### config.mk
export PLATFORM = sky130hd
export DESIGN_NAME = lccg_front
export DESIGN_NICKNAME = d
export VERILOG_FILES = /design/src/lccg_pkg.sv /design/src/lccg_front.sv
export SDC_FILE = /design/constraint.sdc
export NUM_CORES = 1
export LEC_CHECK = 0
export BUFFER_PORTS_ARGS = -buffer_cell sky130_fd_sc_hd__buf_2
export CORE_ASPECT_RATIO = 1.1
export CORE_MARGIN = 4
export CORE_UTILIZATION = 45
export DETAILED_ROUTE_END_ITERATION = 10
export MAX_ROUTING_LAYER = met4
export PLACE_DENSITY_LB_ADDON = 0.25
export RECOVER_POWER = 100
export SLEW_MARGIN = 20
export SYNTH_ARGS = -nofsm -noshare
export SYNTH_HDL_FRONTEND = slang
export SYNTH_SLANG_ARGS = --single-unit
### constraint.sdc
create_clock -name clk -period 3.6 [get_ports clk]
set_clock_uncertainty 0.15 [all_clocks]
set_input_delay 0.18 -clock clk [delete_from_list [all_inputs] [get_ports clk]]
set_output_delay 0.18 -clock clk [all_outputs]
set_load 0.03 [all_outputs]
### src/lccg_pkg.sv
package lccg_pkg;

  localparam int STEPS   = 32;
  localparam int ROT_W   = 43;   // rotation x/y, gain keeps |x|,|y| below 2^42
  localparam int ZW      = 33;   // angle accumulator, 2^31 = 180 degrees
  localparam int CS_W    = 42;   // clamped sine/cosine
  localparam int SQ_W    = 62;   // normalized radius squares, below 2^62
  localparam int PROD_W  = 104;  // CS_W + SQ_W
  localparam int PP_W    = 52;   // 21 x 31 partial product
  localparam int HALF_W  = 83;   // partial sum before the final add
  localparam int NRM_W   = 59;   // vector components after normalizing
  localparam int VEC_W   = 62;   // vectoring x/y
  localparam int SQ_LIM  = 62;
  localparam int R_W     = 31;   // result angle 0 .. 2^30

  localparam logic signed [ROT_W-1:0] ROT_X0  = ROT_W'(64'd1 << 40);
  localparam logic signed [ZW-1:0]    QUARTER = ZW'(64'd1 << 30);

  localparam logic CFG_EQUATORIAL = 1'b0;
  localparam logic CFG_POLAR      = 1'b1;

  localparam logic [1:0] ST_OK       = 2'd0;
  localparam logic [1:0] ST_NO_RADII = 2'd1;
  localparam logic [1:0] ST_RANGE    = 2'd2;

  typedef enum logic [1:0] {
    MODE_CONV,
    MODE_ZERO,
    MODE_QUARTER
  } mode_t;

  typedef struct packed {
    logic       vld;
    logic       kind;
    logic       neg;
    logic [1:0] status;
    mode_t      mode;
  } side_t;

  function automatic logic signed [ZW-1:0] atan_entry(input int i);
    logic [31:0] v;
    case (i)
      0:  v = 32'd536870912;
      1:  v = 32'd316933406;
      2:  v = 32'd167458907;
      3:  v = 32'd85004756;
      4:  v = 32'd42667331;
      5:  v = 32'd21354465;
      6:  v = 32'd10679838;
      7:  v = 32'd5340245;
      8:  v = 32'd2670163;
      9:  v = 32'd1335087;
      10: v = 32'd667544;
      11: v = 32'd333772;
      12: v = 32'd166886;
      13: v = 32'd83443;
      14: v = 32'd41722;
      15: v = 32'd20861;
      16: v = 32'd10430;
      17: v = 32'd5215;
      18: v = 32'd2608;
      19: v = 32'd1304;
      20: v = 32'd652;
      21: v = 32'd326;
      22: v = 32'd163;
      23: v = 32'd81;
      24: v = 32'd41;
      25: v = 32'd20;
      26: v = 32'd10;
      27: v = 32'd5;
      28: v = 32'd3;
      29: v = 32'd1;
      30: v = 32'd1;
      default: v = 32'd0;
    endcase
    return ZW'(v);
  endfunction

endpackage

### src/lccg_front.sv
module lccg_front
  import lccg_pkg::*;
#(
  parameter int ANGLE_BITS = 32
) (
  input  logic                         clk,
  input  logic                         rst,
  input  logic                         in_vld,
  input  logic                         kind,
  input  logic signed [ANGLE_BITS-1:0] latitude_in,
  input  logic                         radii_zero,
  output side_t                        side,
  output logic [31:0]                  t
);

  localparam int SH_DN = (ANGLE_BITS > 32) ? ANGLE_BITS - 32 : 0;
  localparam int SH_UP = (ANGLE_BITS < 32) ? 32 - ANGLE_BITS : 0;
  localparam logic [ANGLE_BITS:0] RND =
    (SH_DN > 0) ? ((ANGLE_BITS+1)'(1) << (SH_DN > 0 ? SH_DN - 1 : 0)) : '0;
  localparam logic [ANGLE_BITS-1:0] QTR = ANGLE_BITS'(1) << (ANGLE_BITS - 2);

  logic                  neg;
  logic [ANGLE_BITS-1:0] mag;
  logic [ANGLE_BITS:0]   mag_r;
  logic [31:0]           t_next;
  side_t                 side_next;

  always_comb begin
    neg   = latitude_in[ANGLE_BITS-1];
    mag   = neg ? ANGLE_BITS'('0 - latitude_in) : ANGLE_BITS'(latitude_in);
    mag_r = {1'b0, mag} + RND;
    if (SH_DN > 0) t_next = 32'(mag_r >> SH_DN);
    else t_next = 32'(mag) << SH_UP;

    side_next.vld  = in_vld;
    side_next.kind = kind;
    side_next.neg  = neg;
    side_next.mode = MODE_CONV;
    if (radii_zero) begin
      side_next.status = ST_NO_RADII;
      side_next.mode   = MODE_ZERO;
    end else if (mag > QTR) begin
      side_next.status = ST_RANGE;
      side_next.mode   = MODE_ZERO;
    end else begin
      side_next.status = ST_OK;
      if (t_next == '0) side_next.mode = MODE_ZERO;
      else if (t_next >= 32'(QUARTER)) side_next.mode = MODE_QUARTER;
    end
  end

  always_ff @(posedge clk) begin
    if (rst) side <= '0;
    else side <= side_next;
    t <= t_next;
  end

endmodule

# Yosys cells after proc, flatten, opt, wreduce, memory -nomap -nowiden

Cells that the tools add are included.

Add/subtract/negate cells: 1
$lt $le $gt $ge: 2
Reductions and logical operators: 3
Muxes and demuxes: 5

Operators with widths:

| kind                  | number |
|---|---|
| $ge 32x31->1 const B  | 1 |
| $gt 32x31->1 const B  | 1 |
| $logic_not 32->1      | 1 |
| $mux 32               | 1 |
| $sub 1x32->32 const A | 1 |
| $mux 2                | 2 |
| $mux 4                | 1 |
| $reduce_or 4->1       | 1 |
| $mux 3                | 1 |
| $reduce_or 2->1       | 1 |

Flip-flop bits (word level): 39
Word-level logic and storage cells: 19
Input bits: 37
Output and inout bits: 39

# Logic depth before layout (Yosys ltp)

Gate-level depths: netlist of run 1.

Depth after elaboration: 7
Mapped depth: 11
Depth with buffers taken out: 9

# Least setup slack after synthesis of run 1

No wires, ideal clock.

Path type: input -> register
Start: input port latitude_in[1]
End: register side[0] (netlist name)
Required time: 3.322 ns
Setup time: 0.128 ns
Stages on the path: 11
Setup slack: 0.627 ns
Buffers on the path: 2
Arrival: 2.695 ns
Cells stage by stage: inv_1 -> ha_1 -> or4b_4 -> buf_6 -> or4_1 -> clkbuf_1 -> o31ai_1 -> a211oi_1 -> or3_1 -> nor4_1 -> a211oi_1

Word-level cells in the longest chain between the ends: 6
Elaborated cells on any way between the ends: 7
Classes of those cells: add/sub: 1; order compare: 1; mux: 4; reduce/logical: 1

RTL lines:

| element                                                              | RTL line         | source |
|---|---|---|
| from (decl)                                                          | lccg_front.sv:10 | `input logic signed [ANGLE_BITS-1:0] latitude_in,` |
| $sub 1x32->32                                                        | lccg_front.sv:30 | `mag = neg ? ANGLE_BITS'('0 - latitude_in) : ANGLE_BITS'(latitude_in);` |
| $mux 32 *                                                            | lccg_front.sv:30 |  |
| parallel branches: the longest is 2 deep, another holds $gt 32x31->1 | --               |  |
| $mux 4 *                                                             | lccg_front.sv:42 | `end else if (mag > QTR) begin` |
| $mux 3 *                                                             | lccg_front.sv:39 | `if (radii_zero) begin` |
| to (signal assigned)                                                 | lccg_front.sv:54 | `else side <= side_next;` |
| to (decl)                                                            | lccg_front.sv:12 | `output side_t side,` |

Mark *: on every way between the ends.
A chain may end at the register's enable or synchronous reset.

# Worst setup path after layout of run 1

Start: input port latitude_in[0]
End: register side[0] (netlist name)

Same word-level chain as after synthesis.

==> results of run 1 <==
power by group through the flow:
| stage | Combinational (W) | Clock [W] | Sequential [W] |
|---|---|---|---|
| 3_3_place_gp | 0.000296 | 0 | 0.000489 |
| 4_1_cts | 0.000305 | 0.000390 | 0.000479 |
| 6_report | 0.000294 | 0.000382 | 0.000480 |
| 5_1_grt | 0.000318 | 0.000408 | 0.000485 |
| 3_5_place_dp | 0.000297 | 0 | 0.000489 |
| 2_1_floorplan | 0.000114 | 0 | 0.000572 |
cells in the mapped netlist (2+ instances only):
library cell / count
sky130_fd_sc_hd__a211o_1: 3
sky130_fd_sc_hd__a211oi_1: 5
sky130_fd_sc_hd__a21o_1: 2
sky130_fd_sc_hd__a21oi_1: 7
sky130_fd_sc_hd__a311oi_1: 2
sky130_fd_sc_hd__a31oi_1: 3
sky130_fd_sc_hd__a32o_1: 2
sky130_fd_sc_hd__a41o_1: 2
sky130_fd_sc_hd__and3_1: 3
sky130_fd_sc_hd__and4_1: 2
sky130_fd_sc_hd__buf_1: 4
sky130_fd_sc_hd__buf_2: 4
sky130_fd_sc_hd__buf_6: 2
sky130_fd_sc_hd__clkbuf_1: 11
sky130_fd_sc_hd__dfxtp_1: 39
sky130_fd_sc_hd__ha_1: 2
sky130_fd_sc_hd__inv_1: 14
sky130_fd_sc_hd__mux2i_1: 4
sky130_fd_sc_hd__nand2_1: 17
sky130_fd_sc_hd__nand2b_1: 6
sky130_fd_sc_hd__nand3_1: 9
sky130_fd_sc_hd__nand3b_1: 2
sky130_fd_sc_hd__nand4_1: 7
sky130_fd_sc_hd__nand4b_1: 2
sky130_fd_sc_hd__nor2_1: 16
sky130_fd_sc_hd__nor2b_1: 3
sky130_fd_sc_hd__nor3_1: 9
sky130_fd_sc_hd__nor4_1: 13
sky130_fd_sc_hd__nor4_4: 2
sky130_fd_sc_hd__nor4b_1: 2
sky130_fd_sc_hd__o211ai_1: 2
sky130_fd_sc_hd__o21ai_0: 10
sky130_fd_sc_hd__o31ai_1: 8
sky130_fd_sc_hd__o32ai_1: 2
sky130_fd_sc_hd__o41ai_1: 2
sky130_fd_sc_hd__o41ai_2: 2
sky130_fd_sc_hd__or2_2: 4
sky130_fd_sc_hd__or3_1: 8
sky130_fd_sc_hd__or4_1: 5
sky130_fd_sc_hd__xnor2_1: 19
sky130_fd_sc_hd__xor2_1: 6
path summary, 6_finish.rpt:
kind / end / depth (start not counted) / slack, ns / from
worst max-delay path: side[0] / 11 / 0.13 / latitude_in[0]
worst min-delay path: t[4] / 2 / 0.01 / latitude_in[4]
registers in the layout (all words and copies together) (netlist names):
register / flops
side: 7
t: 32
routing by layer:
| layer | share of wire (%) | vias up | global-route usage [%] |
|---|---|---|---|
| met2 | 49 | 85 | 36.9 |
| li1 | - | 1211 | - |
| met4 | 1.8 | 0 | 6.80 |
| met1 | 42 | 1137 | 26.3 |
| met5 | 0 | - | - |
| met3 | 6.6 | 13 | 4.64 |
through the flow:
stage          util [%]  hold slack [ns]  power [W]  cells
3_5_place_dp       55.3            0.172   0.000786    402
6_report           58.1           0.0127    0.00116    420
5_1_grt            58.1           0.0224    0.00121    420
2_1_floorplan         -           0.0577   0.000686    281
4_1_cts            59.4          0.00644    0.00117    419
3_3_place_gp       55.3            0.168   0.000785    402
layout make-up:
cell class | count | area [µm²]
fillers | 506 | 2110
flip-flops and latches | 39 | 781
repair buffers | 94 | 475
multi-input cells | 207 | 1430
clock buffers | 6 | 82.6
well taps | 58 | 72.6
inverters | 14 | 52.6
clock inverters | 2 | 35.0
cell usage in the layout, fill, tap and decap left out, types with 4 or more instances in the layout:
cell type	count
sky130_fd_sc_hd__o21ai_0	10
sky130_fd_sc_hd__nand4_1	7
sky130_fd_sc_hd__dfxtp_1	39
sky130_fd_sc_hd__xnor2_1	19
sky130_fd_sc_hd__nand3_1	9
sky130_fd_sc_hd__nor3_1	9
sky130_fd_sc_hd__inv_1	14
sky130_fd_sc_hd__clkbuf_1	44
sky130_fd_sc_hd__nor2_1	16
sky130_fd_sc_hd__or2_2	4
sky130_fd_sc_hd__clkbuf_8	6
sky130_fd_sc_hd__a211oi_1	5
sky130_fd_sc_hd__or4_1	4
sky130_fd_sc_hd__buf_4	5
sky130_fd_sc_hd__o31ai_1	7
sky130_fd_sc_hd__mux2i_1	4
sky130_fd_sc_hd__or3_1	8
sky130_fd_sc_hd__nand2_1	17
sky130_fd_sc_hd__a21oi_1	7
sky130_fd_sc_hd__dlygate4sd3_1	9
sky130_fd_sc_hd__nor4_1	13
sky130_fd_sc_hd__xor2_1	6
sky130_fd_sc_hd__nand2b_1	6
sky130_fd_sc_hd__buf_2	35
repair_timing:
item / CTS / global route
endpoints found under the setup margin: 0 / 2
gates resized for setup: 0 / 4
endpoints found under the hold margin: 8 / 0
hold buffers: 9 / 0
setup buffers: 0 / 1
cell families after synthesis:
| family | after synthesis | share of synthesized area, % |
|---|---|---|
| AO/OA/AOI/OAI | 60 | 19.3 |
| multiplexers | 4 | 1.69 |
| flip-flops | 39 | 33.0 |
| buffers and inverters | 35 | 6.40 |
| XOR/XNOR | 25 | 9.25 |
| adder cells (fa/ha/maj) | 2 | 1.06 |
| AND/OR/NAND/NOR | 116 | 29.4 |
==> results.txt, run 1 <==
----------------------------------------------------
[Run status]
  Run status ... complete, no violations

[Cells and area]
  Fraction of final layout cells sized beyond drive strength 1 ... about 17%
  Layout-stage area growth over the synthesis result ... 23.7%
  Fin nets ... 400
  Layout Cell Area excl Fill ... 2930 µm²
  Antenna diodes ... 0

[Critical path]
  Data required time at the worst endpoint ... 3.66 ns
  Combined buffer and inverter count along the critical path ... 3
  Nature of the critical path endpoint ... flop
  CP max stage delay ... 0.54 ns
  Critical path's top delay family ... simple AND/OR/NAND/NOR gates
  CP Cell Sequence ... dlygate4sd3_1, buf_2, inv_1, ha_1, or4b_4, nor4_4, mux2i_1, or3b_1, a211o_1, or3_1, a211oi_1
  Slowest stage cell on the critical path ... sky130_fd_sc_hd__dlygate4sd3_1
  Kind of start point of the critical path ... input port
  Biggest fanout along the worst timing path ... 6
  WS Path Type ... input port to flop
  CP arrival ... 3.53 ns

[Timing]
  Max Slew Vio Count ... 0
  Fraction of the cycle the final worst path needs ... 96.3%
  Total Neg Setup Slack ... 0 ns
  Transition time at the pin with the least slew margin ... 0.640 ns
  Number of failing hold endpoints at the final stage ... 0
  Tightest slew margin relative to the limit ... 56.9%
  Final setup margin ... 0.133 ns
  Post-route minimum period ... 3.47 ns
  Highest Clock Rate ... 288 MHz
  Final-report setup violation count ... 0

[Logic synthesis]
  Cells taking the most area after synthesis ... sky130_fd_sc_hd__dfxtp_1, sky130_fd_sc_hd__xnor2_1, sky130_fd_sc_hd__nor4_1
  Number of enable-type register cells in the synthesized netlist ... 0
  Post-Synthesis Cells ... 281
  Count of different cell masters after synthesis ... 55
  Top cell type by total area after synthesis ... sky130_fd_sc_hd__dfxtp_1
  Cell area after technology mapping ... 2370 µm²
  Yosys synthesis warning count ... 0
  Syn_area_per_cell ... between 8 and 9 µm²
  Primary FF master, synth ... sky130_fd_sc_hd__dfxtp_1
  Number of nets in the synthesized netlist ... 320
  Sequential-to-total area share from yosys stat ... 33.0%
  Share of Yosys cell area claimed by the top area cell type ... 33.0%
  Number of synthesized register bits ... 39
  Async S/R FF share, synth ... 0%

[Pwr]
  Design internal power ... 0.000786 W
  Sequential cell fraction of total power ... 41.6%
  Switching power total ... 0.000370 W
  Leakage ... 1.14 nW
  Clock network fraction of design power ... 33.0%
  Sw frac ... about a third
  Pwr dens ... 395 nW/µm²
  Worst ir drop on vdd ... 0.190 mV
  Combinational group share of total power ... between 20% and 30%

[Placement]
  Area of placed instances ... 2780 µm²
  Port Buf Inserts ... 75
  Placer's final routability congestion estimate ... 0.887
  Total half-perimeter wirelength after legalization and detailed placement ... between 5 and 6 mm
  Dpl ws ... 0.343 ns

[Clocking]
  Root cell of the clock tree ... sky130_fd_sc_hd__clkbuf_8
  Clock-pin slew reported for the worst setup and hold paths after clock tree synthesis ... 0.08 ns
  Clk sinks ... 39
  Maximum clock path buffer count ... 2
  CTS tree ... done
  Number of H-tree branching levels ... 2
  Number of buffers created by CTS ... 5

[Detailed routing]
  Violation count after the first detailed-routing iteration ... 112
  Routed length per instance ... between 15 and 20 µm
  Post-detailed-route count of antenna-violating nets ... 0
  Number of optimization iterations in the first detailed-route pass ... 4
  Ratio of routed vias to standard cells ... 5.82
  Via total after detailed routing ... ~2,400
  Post-detailed-route DRC marker count ... 0
  Routed wire length ... around 7 mm

[Floorplanning]
  Vert. Die Dim ... 84.1 µm
  Initial standard-cell utilization of the core ... 47.0%
  Width of the chip ... between 70 and 80 µm
  Row count ... 27
  Floorplan core area ... 5030 µm²
  Die ar. ... 6480 µm²
  Count of pins on the block boundary ... 76

[GRT]
  All-Layer GR Usage ... roughly 22%
  Antenna violations before repair ... 0
  Grt total ovfl ... 0
  Number of global-route vias before repair ... 2,309
  Global-route wire length before repair ... about 11 mm
  Maximum number of pins on one net before global-route repair ... 47

[Flow run]
  Max-cap violations ... 0

[Hold path]
  Type of the tightest min-delay check ... input port to flop

----------------------------------------------------
Power figures use the tool's default switching activity.
==> run 2, diff against run 1 <==
--- a/config.mk
+++ b/config.mk
@@ -5,7 +5,7 @@
 export SDC_FILE = /design/constraint.sdc
 export NUM_CORES = 1
 export LEC_CHECK = 0
-export BUFFER_PORTS_ARGS = -buffer_cell sky130_fd_sc_hd__buf_2
+export BUFFER_PORTS_ARGS = -buffer_cell sky130_fd_sc_hd__clkbuf_2
 export CORE_ASPECT_RATIO = 1.1
 export CORE_MARGIN = 4
 export CORE_UTILIZATION = 45
==> run 2 against run 1 <==
  * Largest cell class unchanged
  * Design area up 0.94%
  * Non-clock buffer count up 4
  * Critical path depth unchanged
  * Worst hold slack worse by 0.0015 ns
==> results.txt, run 2 (synthesis gave the netlist of run 1 again) <==
----------------------------------------------------
[Run status]
  Run status ... complete, no violations (unchanged)

[Placement]
  Total half-perimeter wirelength after legalization and detailed placement ... 5.36 mm (was 5.23 mm)
  Port Buf Inserts ... 75 (unchanged)
  Area of placed instances ... 2800 µm² (was 2780 µm²)
  Placer's final routability congestion estimate ... 0.939 (was 0.887)

[Critical path]
  Biggest fanout along the worst timing path ... 6 (unchanged)
  Slowest stage cell on the critical path ... sky130_fd_sc_hd__dlygate4sd3_1 (unchanged)
  Nature of the critical path endpoint ... flop (unchanged)
  CP Cell Sequence ... dlygate4sd3_1, clkbuf_2, inv_1, ha_2, or4b_4, nor4_4, mux2i_1, or3b_1, a211o_1, or3_1, a211oi_1 (was dlygate4sd3_1, buf_2, inv_1, ha_1, or4b_4, nor4_4, mux2i_1, or3b_1, a211o_1, or3_1, a211oi_1)
  Critical path's top delay family ... simple AND/OR/NAND/NOR gates (unchanged)
  Data required time at the worst endpoint ... 3.66 ns (about the same)
  CP arrival ... 3.53 ns (about the same)
  Kind of start point of the critical path ... input port (unchanged)
  WS Path Type ... input port to flop (unchanged)
  Critical Path Stages ... 11 (unchanged)
  Combined buffer and inverter count along the critical path ... 3 (unchanged)
  CP max stage delay ... 0.54 ns (about the same)

[Floorplanning]
  Width of the chip ... 77.1 µm (unchanged)
  Floorplan core area ... 5030 µm² (unchanged)
  Initial standard-cell utilization of the core ... 47.0% (unchanged)
  Vert. Die Dim ... 84.1 µm (unchanged)
  Die ar. ... 6480 µm² (unchanged)
  Row count ... 27 (unchanged)
  Count of pins on the block boundary ... 76 (unchanged)

[Timing]
  Highest Clock Rate ... 288 MHz (about the same)
  Fraction of the cycle the final worst path needs ... 96.5% (was 96.3%)
  Transition time at the pin with the least slew margin ... 0.946 ns (was 0.640 ns)
  Tightest slew margin relative to the limit ... 36.9% (was 56.9%)
  Worst-case hold slack ... 0.0112 ns (was 0.0127 ns)
  Post-route minimum period ... 3.47 ns (about the same)
  Final-report setup violation count ... 0 (unchanged)
  Max Slew Vio Count ... 0 (unchanged)
  Number of failing hold endpoints at the final stage ... 0 (unchanged)

[Detailed routing]
  Number of optimization iterations in the first detailed-route pass ... 4 (unchanged)
  Post-detailed-route count of antenna-violating nets ... 0 (unchanged)
  Routed wire length ... 7.24 mm (was 6.92 mm)
  Routed length per instance ... 17.1 µm (was 16.5 µm)
  Via total after detailed routing ... 2,527 (was 2,446)
  Violation count after the first detailed-routing iteration ... 114 (was 112)
  Ratio of routed vias to standard cells ... 5.96 (was 5.82)
  Post-detailed-route DRC marker count ... 0 (unchanged)

[Hold path]
  Hold path cells ... 2 (unchanged)
  Type of the tightest min-delay check ... input port to flop (unchanged)

[Cells and area]
  Register with the most flip-flops ... t (unchanged)
  FILL cells ... 502 (was 506)
  Antenna diodes ... 0 (unchanged)
  Layout-stage area growth over the synthesis result ... 24.9% (was 23.7%)
  Layout Cell Area excl Fill ... 2950 µm² (was 2930 µm²)
  Max reg flops ... 32 (unchanged)
  Fin nets ... 404 (was 400)
  Most common cell after layout, fill and taps aside ... sky130_fd_sc_hd__clkbuf_1 (unchanged)
  Fraction of final layout cells sized beyond drive strength 1 ... 18.0% (was 16.9%)
  Largest registers ... t x32, side x7 (unchanged)
  Top library cells by usage in the layout, fill and taps aside ... sky130_fd_sc_hd__clkbuf_1, sky130_fd_sc_hd__dfxtp_1, sky130_fd_sc_hd__clkbuf_2 (was sky130_fd_sc_hd__clkbuf_1, sky130_fd_sc_hd__dfxtp_1, sky130_fd_sc_hd__buf_2)

[GRT]
  Antenna violations before repair ... 0 (unchanged)
  Number of global-route vias before repair ... 2,383 (was 2,309)
  Global-route wire length before repair ... 11.5 mm (was 11.3 mm)
  All-Layer GR Usage ... 22.7% (was 22.0%)
  Maximum number of pins on one net before global-route repair ... 28 (was 47)
  Grt total ovfl ... 0 (unchanged)

[Pwr]
  Leakage ... 1.16 nW (was 1.14 nW)
  Pwr dens ... 363 nW/µm² (was 395 nW/µm²)
  Worst ir drop on vdd ... 0.183 mV (was 0.190 mV)

[Clocking]
  Clock-pin slew reported for the worst setup and hold paths after clock tree synthesis ... 0.08 ns (about the same)
  CTS tree ... done (unchanged)
  Number of buffers created by CTS ... 5 (unchanged)
  Maximum clock path buffer count ... 2 (unchanged)
  Number of H-tree branching levels ... 2 (unchanged)
  Root cell of the clock tree ... sky130_fd_sc_hd__clkbuf_8 (unchanged)
  Clk sinks ... 39 (unchanged)

[Flow run]
  Max-cap violations ... 0 (unchanged)

----------------------------------------------------
run 2: cell type report:
| type | instances | area, µm² | area share (%) |
|---|---|---|---|
| Clock buffer | 7 | 76.3 | 2.58 |
| Clock inverter | 1 | 5.00 | 0.169 |
| Inverter | 14 | 52.6 | 1.78 |
| Multi-Input combinational cell | 207 | 1450 | 49.2 |
| Sequential cell | 39 | 781 | 26.4 |
| Tap cell | 58 | 72.6 | 2.46 |
| Timing Repair Buffer | 98 | 514 | 17.4 |
run 2: per-stage QoR:
stage / setup TNS [ns] / power, W / util, % / cells / setup WS (ns)
2_1_floorplan: 0 / 0.000686 / - / 281 / 0.627
3_3_place_gp: 0 / 0.000787 / 55.6 / 404 / 0.226
3_5_place_dp: 0 / 0.000789 / 55.6 / 404 / 0.203
4_1_cts: 0 / 0.00109 / 59.0 / 421 / 0.0605
5_1_grt: -0.0184 / 0.00113 / 58.7 / 424 / -0.0184
6_report: 0 / 0.00107 / 58.7 / 424 / 0.128
run 2: power breakdown:
part | switching [W] | total (W) | internal (W)
clock network | 0.000156 | 0.000292 | 0.000136
registers | 0.0000103 | 0.000481 | 0.000471
logic | 0.000205 | 0.000298 | 0.0000936
run 2: final timing paths:
check                      to           start  slack (ns)
worst max-delay path  side[0]  latitude_in[0]        0.13
worst min-delay path     t[4]  latitude_in[4]        0.01
run 2: what timing repair did:
item | in CTS | in global routing
setup endpoints to repair | 0 | 2
resized for setup | 0 | 6
hold buffers | 9 | 1
hold endpoints to repair | 7 | 1
setup buffers | 0 | 2
run 2: per-layer routing:
| layer | GRT usage, % | vias to the layer above | part of all wire (%) |
|---|---|---|---|
| li1 | - | 1222 | - |
| met1 | 26.2 | 1184 | 41 |
| met2 | 39.0 | 106 | 51 |
| met3 | 4.32 | 15 | 6.7 |
| met4 | 7.93 | 0 | 1.8 |
| met5 | - | - | 0 |
==> run 3, diff against run 2 <==
--- a/config.mk
+++ b/config.mk
@@ -5,6 +5,7 @@
 export SDC_FILE = /design/constraint.sdc
 export NUM_CORES = 1
 export LEC_CHECK = 0
+export ABC_AREA = 1
 export BUFFER_PORTS_ARGS = -buffer_cell sky130_fd_sc_hd__clkbuf_2
 export CORE_ASPECT_RATIO = 1.1
 export CORE_MARGIN = 4
@@ -13,7 +14,6 @@
 export MAX_ROUTING_LAYER = met4
 export PLACE_DENSITY_LB_ADDON = 0.25
 export RECOVER_POWER = 100
-export SLEW_MARGIN = 20
 export SYNTH_ARGS = -nofsm -noshare
 export SYNTH_HDL_FRONTEND = slang
 export SYNTH_SLANG_ARGS = --single-unit
==> run 3 against run 2 <==
  * Wire length down 19%
  * Design area fell by 8.0%
  * Cell count increased by 13%
  * Core utilization decreased by 1.8 points
  * Global-route usage shrank 2.6 points
  * Combinational power is 15% lower
  * Worst setup slack improved by 0.77 ns
  * Fmax grew 29%
  * Flip-flop and latch count stayed put
  * Count of clock-buffer cells in the layout down 1
  * Sequential share of layout area rose by 2.3 points
  * Non-clock buffer count down 17
==> results.txt, run 3 <==
----------------------------------------------------
[Run status]
  Run status ... complete, no violations (unchanged)

[Pwr]
  Pwr dens ... 424 nW/µm² (was 363 nW/µm²)
  Leakage ... 1.31 nW (was 1.16 nW)
  Worst ir drop on vdd ... 0.206 mV (was 0.183 mV)

[Detailed routing]
  Ratio of routed vias to standard cells ... 4.75 (was 5.96)
  Number of optimization iterations in the first detailed-route pass ... 4 (unchanged)
  Post-detailed-route DRC marker count ... 0 (unchanged)
  Via total after detailed routing ... 2,269 (was 2,527)
  Post-detailed-route count of antenna-violating nets ... 0 (unchanged)
  Violation count after the first detailed-routing iteration ... 173 (was 114)
  Routed length per instance ... 12.3 µm (was 17.1 µm)
  Routed wire length ... 5.89 mm (was 7.24 mm)

[Cells and area]
  Fin nets ... 460 (was 404)
  Top library cells by usage in the layout, fill and taps aside ... sky130_fd_sc_hd__nand2_1, sky130_fd_sc_hd__nor2_1, sky130_fd_sc_hd__clkbuf_1 (was sky130_fd_sc_hd__clkbuf_1, sky130_fd_sc_hd__dfxtp_1, sky130_fd_sc_hd__clkbuf_2)
  Max reg flops ... 32 (unchanged)
  Layout Cell Area excl Fill ... 2720 µm² (was 2950 µm²)
  Layout-stage area growth over the synthesis result ... 19.2% (was 24.9%)
  Most common cell after layout, fill and taps aside ... sky130_fd_sc_hd__nand2_1 (was sky130_fd_sc_hd__clkbuf_1)
  Fraction of final layout cells sized beyond drive strength 1 ... 17.5% (was 18.0%)
  Antenna diodes ... 0 (unchanged)
  FILL cells ... 508 (was 502)
  Register with the most flip-flops ... t (unchanged)
  Largest registers ... t x32, side x7 (unchanged)

[Critical path]
  Biggest fanout along the worst timing path ... 5 (was 6)
  Timing endpoint of the critical path ... side[0] (unchanged)
  CP max stage delay ... 0.53 ns (was 0.54 ns)
  Kind of start point of the critical path ... input port (unchanged)
  WS Path Type ... input port to flop (unchanged)
  Critical Path Stages ... 17 (was 11)
  CP Cell Sequence ... dlygate4sd3_1, clkbuf_1, inv_1, ha_1, nand2_1, nand2_1, nand3_1, nor2_1, nand2_1, nand2_1, nand2_1, inv_1, nand3_1, nor2_1, nand2_1, nand2_1, a21oi_1 (was dlygate4sd3_1, clkbuf_2, inv_1, ha_2, or4b_4, nor4_4, mux2i_1, or3b_1, a211o_1, or3_1, a211oi_1)
  Origin of the worst setup path ... latitude_in[0] (unchanged)
  CP arrival ... 2.71 ns (was 3.53 ns)
  Nature of the critical path endpoint ... flop (unchanged)
  Critical path's top delay family ... simple AND/OR/NAND/NOR gates (unchanged)
  Data required time at the worst endpoint ... 3.61 ns (was 3.66 ns)
  Cell occurring most often along the worst timing path ... sky130_fd_sc_hd__nand2_1
  Slowest stage cell on the critical path ... sky130_fd_sc_hd__dlygate4sd3_1 (unchanged)
  Combined buffer and inverter count along the critical path ... 4 (was 3)

[Logic synthesis]
  Cell area after technology mapping ... 2280 µm² (was 2370 µm²)
  Share of Yosys cell area claimed by the top area cell type ... 34.2% (was 33.0%)
  Yosys synthesis warning count ... 0 (unchanged)
  Async S/R FF share, synth ... 0% (unchanged)
  Number of enable-type register cells in the synthesized netlist ... 0 (unchanged)
  Top cell type by total area after synthesis ... sky130_fd_sc_hd__dfxtp_1 (unchanged)
  Most frequently used cell type in the post-synthesis netlist ... sky130_fd_sc_hd__nand2_1 (was sky130_fd_sc_hd__dfxtp_1)
  Post-synth top cells ... sky130_fd_sc_hd__nand2_1, sky130_fd_sc_hd__nor2_1, sky130_fd_sc_hd__dfxtp_1, sky130_fd_sc_hd__inv_1, sky130_fd_sc_hd__nand3_1 (was sky130_fd_sc_hd__dfxtp_1, sky130_fd_sc_hd__xnor2_1, sky130_fd_sc_hd__nand2_1, sky130_fd_sc_hd__nor2_1, sky130_fd_sc_hd__inv_1)
  Syn_area_per_cell ... 6.77 µm² (was 8.42 µm²)
  Post-Synthesis Cells ... 337 (was 281)
  Primary FF master, synth ... sky130_fd_sc_hd__dfxtp_1 (unchanged)
  Number of synthesized register bits ... 39 (unchanged)
  Cells taking the most area after synthesis ... sky130_fd_sc_hd__dfxtp_1, sky130_fd_sc_hd__nand2_1, sky130_fd_sc_hd__nor2_1 (was sky130_fd_sc_hd__dfxtp_1, sky130_fd_sc_hd__xnor2_1, sky130_fd_sc_hd__nor4_1)
  Count of different cell masters after synthesis ... 30 (was 55)
  Number of nets in the synthesized netlist ... 376 (was 320)
  Sequential-to-total area share from yosys stat ... 34.2% (was 33.0%)

[GRT]
  All-Layer GR Usage ... 20.0% (was 22.7%)
  Number of global-route vias before repair ... 2,050 (was 2,383)
  Maximum number of pins on one net before global-route repair ... 38 (was 28)
  Global-route wire length before repair ... 9.43 mm (was 11.5 mm)
  Antenna violations before repair ... 0 (unchanged)
  Grt total ovfl ... 0 (unchanged)

[Clocking]
  Number of buffers created by CTS ... 5 (unchanged)
  Clock-pin slew reported for the worst setup and hold paths after clock tree synthesis ... 0.08 ns (about the same)
  Clk sinks ... 39 (unchanged)
  CTS tree ... done (unchanged)
  Root cell of the clock tree ... sky130_fd_sc_hd__clkbuf_8 (unchanged)
  Number of H-tree branching levels ... 2 (unchanged)
  Post-cts repair resize count ... 0 (unchanged)
  Maximum clock path buffer count ... 2 (unchanged)
  Hold-fix buffers at CTS ... 6 (was 9)
  Post CTS Setup Buffer Count ... 0 (unchanged)

[Timing]
  Transition time at the pin with the least slew margin ... 0.713 ns (was 0.946 ns)
  Number of failing hold endpoints at the final stage ... 0 (unchanged)
  Total Neg Setup Slack ... 0 ns (unchanged)
  Fraction of the cycle the final worst path needs ... 75.0% (was 96.5%)
  Highest Clock Rate ... 370 MHz (was 288 MHz)
  Final-report setup violation count ... 0 (unchanged)
  Max Slew Vio Count ... 0 (unchanged)
  RSZ-0062 raised after global routing ... false
  Tightest slew margin relative to the limit ... 52.4% (was 36.9%)
  Post-route minimum period ... 2.70 ns (was 3.47 ns)

[Flow run]
  Max-cap violations ... 0 (unchanged)

[Hold path]
  Critical hold path startpoint ... latitude_in[26] (was latitude_in[4])
  Type of the tightest min-delay check ... input port to flop (unchanged)

[Placement]
  Area of placed instances ... 2690 µm² (was 2800 µm²)
  Total half-perimeter wirelength after legalization and detailed placement ... 4.77 mm (was 5.36 mm)
  Port Buf Inserts ... 75 (unchanged)
  Placer's final routability congestion estimate ... 0.928 (was 0.939)

[Floorplanning]
  Die ar. ... 6270 µm² (was 6480 µm²)
  Floorplan core area ... 4780 µm² (was 5030 µm²)
  Vert. Die Dim ... 82.7 µm (was 84.1 µm)
  Width of the chip ... 75.9 µm (was 77.1 µm)
  Initial standard-cell utilization of the core ... 47.7% (was 47.0%)
  Row count ... 26 (was 27)
  Count of pins on the block boundary ... 76 (unchanged)

----------------------------------------------------
-- run 3: cell types whose count changed in the layout (fill, tap and decap cells not counted), sizes merged, moves of 15 or more --
cell,change
nor2,+51
xnor2,-19
inv,+25
nor4,-15
nand2,+103
nand3,+19
-- run 3: cell type report --
class	instances	area, µm²	area share [%]
timing repair buffer	81	383	14.1
sequential	39	781	28.7
multi-input combinational	254	1200	44.2
clock buffer	6	72.6	2.67
tap	56	70.1	2.58
inverter	40	151	5.57
clock inverter	2	60.1	2.21
-- run 3: worst min path at each step --
stage                  to  cells after the start
floorplan            t[0]                      0
global placement     t[0]                      1
detailed placement   t[0]                      1
CTS                 t[15]                      3
global route        t[15]                      3
finish              t[26]                      3
-- run 3: where the power goes --
group | total (W) | internal, W | switching, W
Clock | 0.000429 | 0.000277 | 0.000152
Sequential | 0.000471 | 0.000464 | 0.00000751
Combinational | 0.000252 | 0.0000691 | 0.000183
Total | 0.00115 | 0.000810 | 0.000342
-- run 3: tightest hold or removal path: stages --
cell and delay (ns):
sky130_fd_sc_hd__clkbuf_2 0.10, sky130_fd_sc_hd__nand3_1 0.07, sky130_fd_sc_hd__nand2_1 0.08
-- run 3: metal layers --
metal  vias to the layer above  track usage [%]  wire length (µm)
li1                       1214                -                 -
met1                       954             26.4              2590
met2                        95             31.9              2650
met3                         6             2.91               587
met4                         0             5.24                63
met5                         -                -                 0
-- run 3: cells by family after synthesis --
group           after synthesis  share of synthesized area, %
compound gates               20                          4.94
simple gates                229                          50.2
fa+ha+maj                     2                          1.10
xor+xnor                      3                          1.15
flops                        39                          34.2
buf+inv                      44                          8.34
-- run 3: metrics by stage --
step	setup slack (ns)	total power, W	hold slack [ns]	utilization [%]	std cells
after floorplan	1.82	0.000664	0.0577	-	337
after global routing	0.570	0.00121	0.0368	56.9	478
after detailed placement	1.26	0.000749	0.151	56.2	464
after global placement	1.28	0.000748	0.150	56.2	464
after CTS	1.19	0.00118	0.0211	60.3	478
final	0.899	0.00115	0.0255	56.9	478
